## config.mk

```make
export PLATFORM = sky130hd
export DESIGN_NAME = utf8_stream_decoder
export DESIGN_NICKNAME = d
export VERILOG_FILES = /design/src/u8d_pkg.sv /design/src/u8d_front.sv /design/src/u8d_queue.sv /design/src/u8d_back.sv /design/src/utf8_stream_decoder.sv
export SDC_FILE = /design/constraint.sdc
export NUM_CORES = 1
export LEC_CHECK = 0
export BUFFER_PORTS_ARGS = -buffer_cell sky130_fd_sc_hd__buf_4
export CAP_MARGIN = 25
export CORE_ASPECT_RATIO = 0.8
export CORE_MARGIN = 2
export CORE_UTILIZATION = 58
export CTS_BUF_LIST = sky130_fd_sc_hd__clkbuf_4 sky130_fd_sc_hd__clkbuf_8 sky130_fd_sc_hd__clkbuf_16
export DETAILED_ROUTE_END_ITERATION = 10
export PLACE_DENSITY = 0.76
export SETUP_SLACK_MARGIN = 0.15
export SYNTH_ARGS = -nofsm -noshare
export SYNTH_HDL_FRONTEND = slang
export SYNTH_SLANG_ARGS = --single-unit
```

## constraint.sdc

```tcl
create_clock -name clk -period 2.86 [get_ports clk]
set_input_delay 0.143 -clock clk [delete_from_list [all_inputs] [get_ports clk]]
set_output_delay 0.143 -clock clk [all_outputs]
set_load 0.02 [all_outputs]
```

## src/u8d_pkg.sv

```systemverilog
`timescale 1ns / 1ps
// Shared types and codes for the UTF-8 stream decoder.
// No dependencies; used by the front, queue, back and top level.
package u8d_pkg;

  // byte classes decided by the front end
  localparam logic [1:0] CLS_ASCII = 2'd0;
  localparam logic [1:0] CLS_LEAD  = 2'd1;
  localparam logic [1:0] CLS_CONT  = 2'd2;
  localparam logic [1:0] CLS_BAD   = 2'd3;

  // result status codes
  localparam logic [1:0] ST_OK        = 2'd0;
  localparam logic [1:0] ST_MALFORMED = 2'd1;
  localparam logic [1:0] ST_SURROGATE = 2'd2;
  localparam logic [1:0] ST_TRUNCATED = 2'd3;

  localparam int QUEUE_DEPTH = 4;

  // one classified byte as it travels from front to back
  typedef struct packed {
    logic [1:0] cls;
    logic [2:0] len;   // sequence length, lead bytes only
    logic [6:0] data;  // payload bits already masked
    logic       last;
  } entry_t;

endpackage

```

## src/u8d_front.sv

```systemverilog
`timescale 1ns / 1ps
// Front end: accepts bytes and classifies them into queue entries.
// Depends on u8d_pkg.
module u8d_front (
  input  logic              in_valid,
  output logic              in_ready,
  input  logic [7:0]        in_byte,
  input  logic              end_of_string,
  input  logic              queue_full,
  output logic              push,
  output u8d_pkg::entry_t   entry
);

  logic [2:0] lead_len;
  logic [6:0] lead_bits;

  assign in_ready = !queue_full;
  assign push     = in_valid && !queue_full;

  always_comb begin
    if (in_byte < 8'hE0) begin
      lead_len  = 3'd2;
      lead_bits = {2'b00, in_byte[4:0]};
    end else if (in_byte < 8'hF0) begin
      lead_len  = 3'd3;
      lead_bits = {3'b000, in_byte[3:0]};
    end else if (in_byte < 8'hF8) begin
      lead_len  = 3'd4;
      lead_bits = {4'b0000, in_byte[2:0]};
    end else if (in_byte < 8'hFC) begin
      lead_len  = 3'd5;
      lead_bits = {5'b00000, in_byte[1:0]};
    end else begin
      lead_len  = 3'd6;
      lead_bits = {6'b000000, in_byte[0]};
    end
  end

  always_comb begin
    entry.last = end_of_string;
    entry.len  = lead_len;
    if (!in_byte[7]) begin
      entry.cls  = u8d_pkg::CLS_ASCII;
      entry.data = in_byte[6:0];
    end else if (!in_byte[6]) begin
      entry.cls  = u8d_pkg::CLS_CONT;
      entry.data = {1'b0, in_byte[5:0]};
    end else if (in_byte <= 8'hFD) begin
      entry.cls  = u8d_pkg::CLS_LEAD;
      entry.data = lead_bits;
    end else begin
      entry.cls  = u8d_pkg::CLS_BAD;
      entry.data = 7'd0;
    end
  end

endmodule

```

## src/u8d_queue.sv

```systemverilog
`timescale 1ns / 1ps
// Small FIFO of classified bytes between front and back.
// Depends on u8d_pkg.
module u8d_queue #(
  parameter int DEPTH = u8d_pkg::QUEUE_DEPTH
) (
  input  logic            clk,
  input  logic            rst,
  input  logic            push,
  input  u8d_pkg::entry_t wr_entry,
  input  logic            pop,
  output u8d_pkg::entry_t rd_entry,
  output logic            full,
  output logic            empty
);

  localparam int PW = (DEPTH > 1) ? $clog2(DEPTH) : 1;
  localparam int CW = $clog2(DEPTH + 1);

  u8d_pkg::entry_t slots [DEPTH];
  logic [PW-1:0]   wptr;
  logic [PW-1:0]   rptr;
  logic [CW-1:0]   count;

  assign full     = (count == CW'(DEPTH));
  assign empty    = (count == '0);
  assign rd_entry = slots[rptr];

  always_ff @(posedge clk) begin
    if (push) begin
      slots[wptr] <= wr_entry;
    end
  end

  always_ff @(posedge clk) begin
    if (rst) begin
      wptr  <= '0;
      rptr  <= '0;
      count <= '0;
    end else begin
      if (push) begin
        wptr <= (wptr == PW'(DEPTH - 1)) ? '0 : wptr + PW'(1);
      end
      if (pop) begin
        rptr <= (rptr == PW'(DEPTH - 1)) ? '0 : rptr + PW'(1);
      end
      if (push && !pop) begin
        count <= count + CW'(1);
      end else if (pop && !push) begin
        count <= count - CW'(1);
      end
    end
  end

endmodule

```

## src/u8d_back.sv

```systemverilog
`timescale 1ns / 1ps
// Back end: sequence state, code point assembly and the output register.
// Depends on u8d_pkg.
module u8d_back (
  input  logic            clk,
  input  logic            rst,
  input  logic            empty,
  input  u8d_pkg::entry_t head,
  output logic            pop,
  output logic            out_valid,
  input  logic            out_ready,
  output logic [30:0]     code_point,
  output logic [1:0]      status,
  output logic [2:0]      seq_length,
  output logic            last_of_string
);

  logic [30:0] accumulator;
  logic [2:0]  remaining;
  logic [2:0]  seqlen;

  logic [30:0] accumulator_next;
  logic [2:0]  remaining_next;
  logic [2:0]  seqlen_next;
  logic        emit;
  logic [30:0] cp_next;
  logic [1:0]  st_next;
  logic [2:0]  len_next;

  logic [30:0] acc_shift;
  logic [2:0]  consumed;
  logic        surrogate;

  // advance only when the output slot is free or being taken
  assign pop = !empty && (!out_valid || out_ready);

  assign acc_shift = {accumulator[24:0], head.data[5:0]};
  assign consumed  = seqlen + 3'd1;
  assign surrogate = (acc_shift[30:16] == '0) && (acc_shift[15:11] == 5'b11011);

  always_comb begin
    accumulator_next = accumulator;
    remaining_next   = remaining;
    seqlen_next      = seqlen;
    emit             = 1'b0;
    cp_next          = '0;
    st_next          = u8d_pkg::ST_OK;
    len_next         = 3'd1;
    if (remaining == 3'd0) begin
      case (head.cls)
        u8d_pkg::CLS_ASCII: begin
          emit    = 1'b1;
          cp_next = {24'd0, head.data};
        end
        u8d_pkg::CLS_LEAD: begin
          if (head.last) begin
            emit    = 1'b1;
            st_next = u8d_pkg::ST_TRUNCATED;
          end else begin
            accumulator_next = {24'd0, head.data};
            remaining_next   = head.len - 3'd1;
            seqlen_next      = 3'd1;
          end
        end
        default: begin
          emit    = 1'b1;
          st_next = u8d_pkg::ST_MALFORMED;
        end
      endcase
    end else begin
      len_next = consumed;
      if (head.cls != u8d_pkg::CLS_CONT) begin
        // missing continuation: drop the sequence, consume this byte
        emit             = 1'b1;
        st_next          = u8d_pkg::ST_MALFORMED;
        accumulator_next = '0;
        remaining_next   = 3'd0;
        seqlen_next      = 3'd0;
      end else if (remaining == 3'd1) begin
        emit             = 1'b1;
        accumulator_next = '0;
        remaining_next   = 3'd0;
        seqlen_next      = 3'd0;
        if (surrogate) begin
          st_next = u8d_pkg::ST_SURROGATE;
        end else begin
          cp_next = acc_shift;
        end
      end else if (head.last) begin
        emit             = 1'b1;
        st_next          = u8d_pkg::ST_TRUNCATED;
        accumulator_next = '0;
        remaining_next   = 3'd0;
        seqlen_next      = 3'd0;
      end else begin
        accumulator_next = acc_shift;
        remaining_next   = remaining - 3'd1;
        seqlen_next      = consumed;
      end
    end
  end

  always_ff @(posedge clk) begin
    if (rst) begin
      accumulator <= '0;
      remaining   <= '0;
      seqlen      <= '0;
      out_valid   <= 1'b0;
    end else begin
      if (pop) begin
        accumulator <= accumulator_next;
        remaining   <= remaining_next;
        seqlen      <= seqlen_next;
        out_valid   <= emit;
      end else if (out_ready) begin
        out_valid <= 1'b0;
      end
    end
  end

  always_ff @(posedge clk) begin
    if (pop && emit) begin
      code_point     <= cp_next;
      status         <= st_next;
      seq_length     <= len_next;
      last_of_string <= head.last;
    end
  end

  a_remaining_range: assert property (@(posedge clk) disable iff (rst)
    remaining <= 3'd5)
    else $error("continuation count out of range");

  a_length_budget: assert property (@(posedge clk) disable iff (rst)
    remaining != 3'd0 |-> (seqlen != 3'd0) && ({1'b0, seqlen} + {1'b0, remaining} <= 4'd6))
    else $error("open sequence longer than six bytes");

  a_idle_clean: assert property (@(posedge clk) disable iff (rst)
    remaining == 3'd0 |-> (seqlen == 3'd0) && (accumulator == '0))
    else $error("idle state holds stale sequence data");

  a_error_zero: assert property (@(posedge clk) disable iff (rst)
    out_valid && (status != u8d_pkg::ST_OK) |-> code_point == '0)
    else $error("error result carries a code point");

endmodule

```

## src/utf8_stream_decoder.sv

```systemverilog
`timescale 1ns / 1ps
// UTF-8 stream decoder, one byte per clock while in_ready is high. An accepted byte
// is written to the queue; the back end pops it when the output slot is free or
// being taken and registers its result in the output register. A held output stops
// the back end, and the queue fills up to QUEUE_DEPTH bytes before in_ready drops.
// Reset (rst, synchronous) empties the queue, returns the decoder to idle
// and drops any pending result; no clearing pass is needed.
module utf8_stream_decoder #(
  parameter int QUEUE_DEPTH = u8d_pkg::QUEUE_DEPTH
) (
  input  logic        clk,
  input  logic        rst,
  input  logic        in_valid,
  output logic        in_ready,
  input  logic [7:0]  in_byte,
  input  logic        end_of_string,
  output logic        out_valid,
  input  logic        out_ready,
  output logic [30:0] code_point,
  output logic [1:0]  status,
  output logic [2:0]  seq_length,
  output logic        last_of_string
);

  u8d_pkg::entry_t wr_entry;
  u8d_pkg::entry_t rd_entry;
  logic            push;
  logic            pop;
  logic            full;
  logic            empty;

  u8d_front u_front (
    .in_valid      (in_valid),
    .in_ready      (in_ready),
    .in_byte       (in_byte),
    .end_of_string (end_of_string),
    .queue_full    (full),
    .push          (push),
    .entry         (wr_entry)
  );

  u8d_queue #(
    .DEPTH (QUEUE_DEPTH)
  ) u_queue (
    .clk      (clk),
    .rst      (rst),
    .push     (push),
    .wr_entry (wr_entry),
    .pop      (pop),
    .rd_entry (rd_entry),
    .full     (full),
    .empty    (empty)
  );

  u8d_back u_back (
    .clk            (clk),
    .rst            (rst),
    .empty          (empty),
    .head           (rd_entry),
    .pop            (pop),
    .out_valid      (out_valid),
    .out_ready      (out_ready),
    .code_point     (code_point),
    .status         (status),
    .seq_length     (seq_length),
    .last_of_string (last_of_string)
  );

endmodule

```

Word-level counts from Yosys, hierarchy flattened
Memory sizes are Yosys's and may differ from the RTL's. A register that Yosys moved wholly into a read port is not among the register bits.
Index checks and enable logic that the tools add are counted.
- equality and inequality tests: 9
- multiplexer cells: 58
- add/sub/neg operators: 7
- $lt $le $gt $ge: 5
- reduce and logical (&&, ||, !) cells: 19
- operators by type and width (cell ; count):
    2-to-1 mux 25 bit ; 6
    2-to-1 mux 31 bit ; 4
    2-to-1 mux 3 bit ; 17
    2-to-1 mux 7 bit ; 7
    less-than comparator 8 bit, second input constant ; 4
    2-to-1 mux 2 bit ; 14
    zero test 15 bit ; 1
    2-to-1 mux 1 bit ; 9
    subtractor 3 x 1 -> 3 bit, second input constant ; 3
    <= comparator 8 bit, second input constant ; 1
    adder 3 x 1 -> 3 bit, second input constant ; 2
    logical AND 1 bit ; 6
    zero test 3 bit ; 2
    != test 2 bit, second input constant ; 3
    equality test 5 bit, second input constant ; 1
    zero test 1 bit ; 5
    adder 2 x 1 -> 2 bit, second input constant ; 2
    equality test 2 bit, second input constant ; 2
    case mux 2 bit (2 select lines) ; 1
    nonzero test 2 bit ; 2
    equality test 3 x 1 -> 1 bit, second input constant ; 1
    equality test 3 bit, second input constant ; 1
    AND reduction 3 bit ; 1
    equality test 2 x 1 -> 1 bit, second input constant ; 1
    2 further kinds ; 2
- memories: 1
- input port bits: 13
- output and inout port bits: 39
- bits in writable memories: 52
- logic and storage cells: 110
- flip-flop bits (word level): 76
- memories (memory ; depth ; width ; read ports ; clocked after Yosys merged registers in ; write ports ; RTL line ; source):
    u_queue.slots ; 4 ; 13 ; 1 ; 1 ; 1 ; u8d_queue.sv:20 ; u8d_pkg::entry_t slots [DEPTH];

Longest topological paths before layout
- depth after elaboration: 8
- depth in mapped cells: 10

Hierarchy
A second synthesis with hierarchy kept.
- cells, all modules: 365
- area total of the unflattened synthesis: 5308.8 µm²
- by module, submodules not included (module ; area each (µm²) ; instances ; cells each ; sequential area each (µm²)):
    u8d_back ; 2860.2 ; 1 ; 233 ; 1751.7
    u8d_queue ; 2322.2 ; 1 ; 111 ; 1741.7
    u8d_front ; 126.4 ; 1 ; 21 ; 0.0

Worst setup path after synthesis
OpenSTA, ideal clock, no wires.
- path kind: register -> register
- start: register (tool-made name)
- end: register u_back.code_point[0] (enable)
- setup time: 0.392 ns
- period minus slack after synthesis: 2.569 ns
- arrival time: 2.177 ns
- slack: 0.291 ns
- cell stages (with the launch flop): 6
- required time: 2.468 ns
- buffers on the path: 0
- path through: dfxtp_1 mux4_2 nor3b_1 a21oi_1 o21ai_0 inv_1
- RTL lines (item ; RTL line ; source):
    to (signal assigned) ; u8d_back.sv:123 ; code_point <= cp_next;
    to (decl) ; u8d_back.sv:12 ; output logic [30:0] code_point,

==> metrics.md <==
| Metric | Value |
|---|---|
| CP required | `3.16 ns` |
| Slew Viols, Final | `0` |
| Ys async rst share | `0%` |
| WL final | `just under 10 mm` |
| WL/cell | `around 17 um` |
| Total gr overflow | `0` |
| Sequential-to-total area share from yosys stat | `65.20%` |
| Later-pin clock latency in the skew report | `0.41 ns` |
| Primary FF master, synth | `edfxtp_1` |
| Initial DRT Pass Iterations | `5` |
| Crit path launch type | `flip-flop` |
| Mapped Cells | `approximately 390` |
| Vias | `3,293` |
| Area delta synth->final | `21.11%` |
| Antenna cells | `0` |
| Clock transition at path regs | `approximately 0.06 ns` |
| Residual DRC count | `0` |
| Yosys top cell area share | `between 40% and 50%` |
| First-pass GRT wire length | `16.21 mm` |
| TritonCTS clock tree | `built` |
| Synth Warn # | `0` |
| Die X | `about 110 um` |
| Worst-path maximum fanout | `10` |
| CTS buffer count | `17` |
| Outcome | `completed` |
| Ports | `52` |
| Vias in the first global route | `3,277` |
| Slew HR | `between 50% and 60%` |
| Post-CTS Setup Bufs | `0` |
| Max Fclk | `roughly 400 MHz` |
| Core Area | `between 8000 and 9000 sq um` |
| Row count | `31` |
| Final critical-path required period | `about 2.5 ns` |
| R2r setup slk | `0.41 ns` |
| PortBufs | `51` |
| Hold Path Class | `primary input to flip-flop` |
| Nets | `around 470` |
| Largest area contributor in the netlist | `edfxtp_1` |
| Fill cell total of the finished layout | `~580` |
| Die area | `10,030 sq um` |
| Crit end category | `flip-flop` |
| Post-synth EDFFs | `89` |
| Final Instance Area | `6489 sq um` |
| Final-report hold violation count | `0` |
| Crit share post-route | `a little under nine tenths` |
| Routed Antenna Nets | `0` |
| Critical path class | `flip-flop to flip-flop` |
| Initial DRC Count | `between 150 and 200` |
| Max cap viols | `0` |
| Synthesized net count | `approximately 420` |
| Pwr/cell area | `1167 nW/um^2` |
| Global Route Usage Sum | `a little over a fifth` |
| HPWL Detailed | `approximately 6.5 mm` |
| CP Cell Sequence | `mux4_2 -> nor3b_2 -> a21oi_1 -> or3_1 -> o32ai_1` |
| Clock Root Buffer | `clkbuf_16` |
| Arr. time, crit path | `between 2 and 3 ns` |
| Critical-path top delay cell | `mux4_2` |
| CTS sink cnt | `130` |
| Max H-tree Level | `4` |
| Initial Util | `59.54%` |
| Clock Skew | `roughly 0.008 ns` |
| Setup Viol. Count Final | `0` |
| Slowest Stage Delay on Critical Path | `0.66 ns` |
| P_leak | `2.377 nW` |
| CTS Buffer Depth | `2` |
| Area post-placement | `around 5900 sq um` |
| Max VDD drop | `between 0.0006 and 0.0007 V` |
| Netlist cell types | `51` |
| Initial antenna violation count | `0` |
| Die Ht | `approximately 90 um` |
| Mapped Area | `5358 sq um` |
| Synth area leaders | `edfxtp_1, dfxtp_1, mux4_2` |
| Count leader, synth | `edfxtp_1` |
| RSZ-0062 raised after global routing | `no` |
| Largest net degree at the start of global routing | `48` |
| Syn Area/Cell | `approximately 14 sq um` |
| Layout cell share with drive strength beyond 1 | `25.11%` |
| Final GP Congestion | `0.8171` |
| TNS Setup | `0 ns` |
| Seq cells post-synth | `130` |
| Tightest Pin Transition | `a little under 0.7 ns` |
| Average vias per placed instance | `5.707` |
| Synth top cells by count | `edfxtp_1, dfxtp_1, and2_1, inv_1, nand2b_1` |
[layout make-up]
| class | count | area, sq um | area share, % |
|---|---|---|---|
| well taps | 115 | 143.9 | 2.218 |
| inverters | 25 | 93.84 | 1.446 |
| repair buffers | 60 | 469.2 | 7.231 |
| clock buffers | 22 | 475.5 | 7.327 |
| clock inverters | 10 | 131.4 | 2.025 |
| flip-flops and latches | 130 | 3493 | 53.84 |
| multi-input cells | 215 | 1682 | 25.92 |
[layer usage]
layer	global-route usage (%)	wire, um
met1	27.89	4316
met2	32.52	4708
met3	6.473	554
met4	9.053	229
met5	0	0
[state kept, by name (all words and copies together), names as in the netlist, named ones only]
signal                 flops
u_back.accumulator        25
u_back.code_point         31
u_back.last_of_string      1
u_back.out_valid           1
u_back.remaining           3
u_back.seq_length          3
u_back.seqlen              3
u_back.status              2
u_queue.count              3
u_queue.rptr               2
u_queue.slots             52
u_queue.wptr               2
[worst max-delay path, delay by kind of cell, from the launching register on]
family / cells / cell delay, ns
simple gates: 2 / 0.80
mux: 1 / 0.66
compound gates: 2 / 0.45
flops: 1 / 0.43
[path summary, 6_finish.rpt]
path	start	end	cells past startpoint
setup / recovery	flip-flop	u_back.accumulator[4]	5
hold reg to reg	u_back.seqlen[1]	u_back.seqlen[1]	2
setup reg to reg	flip-flop	u_back.accumulator[4]	5
hold / removal	in_byte[7]	u_queue.slots[2][7]	2
[cell families after synthesis]
group	Yosys count	synth area share, %
flip-flops	130	65.20
AND/OR/NAND/NOR	127	14.06
XOR/XNOR	4	0.6540
multiplexers	16	6.025
adder cells (fa/ha/maj)	12	2.943
AO/OA/AOI/OAI	56	7.707
buffers and inverters	46	3.410
[placed cells by master (no fill, tap or decap), drive strengths merged, types with 3 or more instances in the layout]
cell / Yosys / layout
a21oi: 12 / 12
and2: 28 / 28
and3: 6 / 6
buf: 6 / 59
bufinv: 0 / 3
clkbuf: 15 / 22
clkinv: 1 / 6
dfxtp: 41 / 41
edfxtp: 89 / 89
ha: 11 / 11
inv: 24 / 26
mux2i: 3 / 3
mux4: 13 / 13
nand2: 13 / 13
nand2b: 24 / 24
nand3: 4 / 4
nor2: 18 / 18
nor2b: 6 / 6
nor3: 6 / 6
nor4: 10 / 10
o21ai: 6 / 6
o22ai: 11 / 11
o32ai: 13 / 13
xor2: 3 / 3
[power breakdown]
part	internal, mW	total [mW]	switching [mW]
Sequential	2.58	2.76	0.179
Clock	1.44	2.19	0.748
Combinational	1.03	2.62	1.59
[per-stage QoR]
| step | setup slack [ns] | hold WS [ns] | instances | power (mW) | utilization (%) |
|---|---|---|---|---|---|
| 6_report | 0.4082 | 0.05634 | 577 | 7.570 | 72.11 |
| 5_1_grt | 0.2309 | 0.06405 | 577 | 7.964 | 72.11 |
| 4_1_cts | 0.3210 | 0.03964 | 577 | 7.593 | 72.07 |
| 3_5_place_dp | 0.3494 | 0.3559 | 544 | 5.399 | 65.21 |
| 3_3_place_gp | 0.4504 | 0.3523 | 544 | 5.323 | 65.21 |
| 2_1_floorplan | 0.2913 | 0.2419 | 391 | 4.530 | - |
[what timing repair did]
item,4_1_cts,5_1_grt
hold buffers,1,0
hold endpoints to repair,4,0
resized for setup,0,1
endpoints found under the setup margin,0,37
Note: power is estimated with default switching activity, not from simulation.
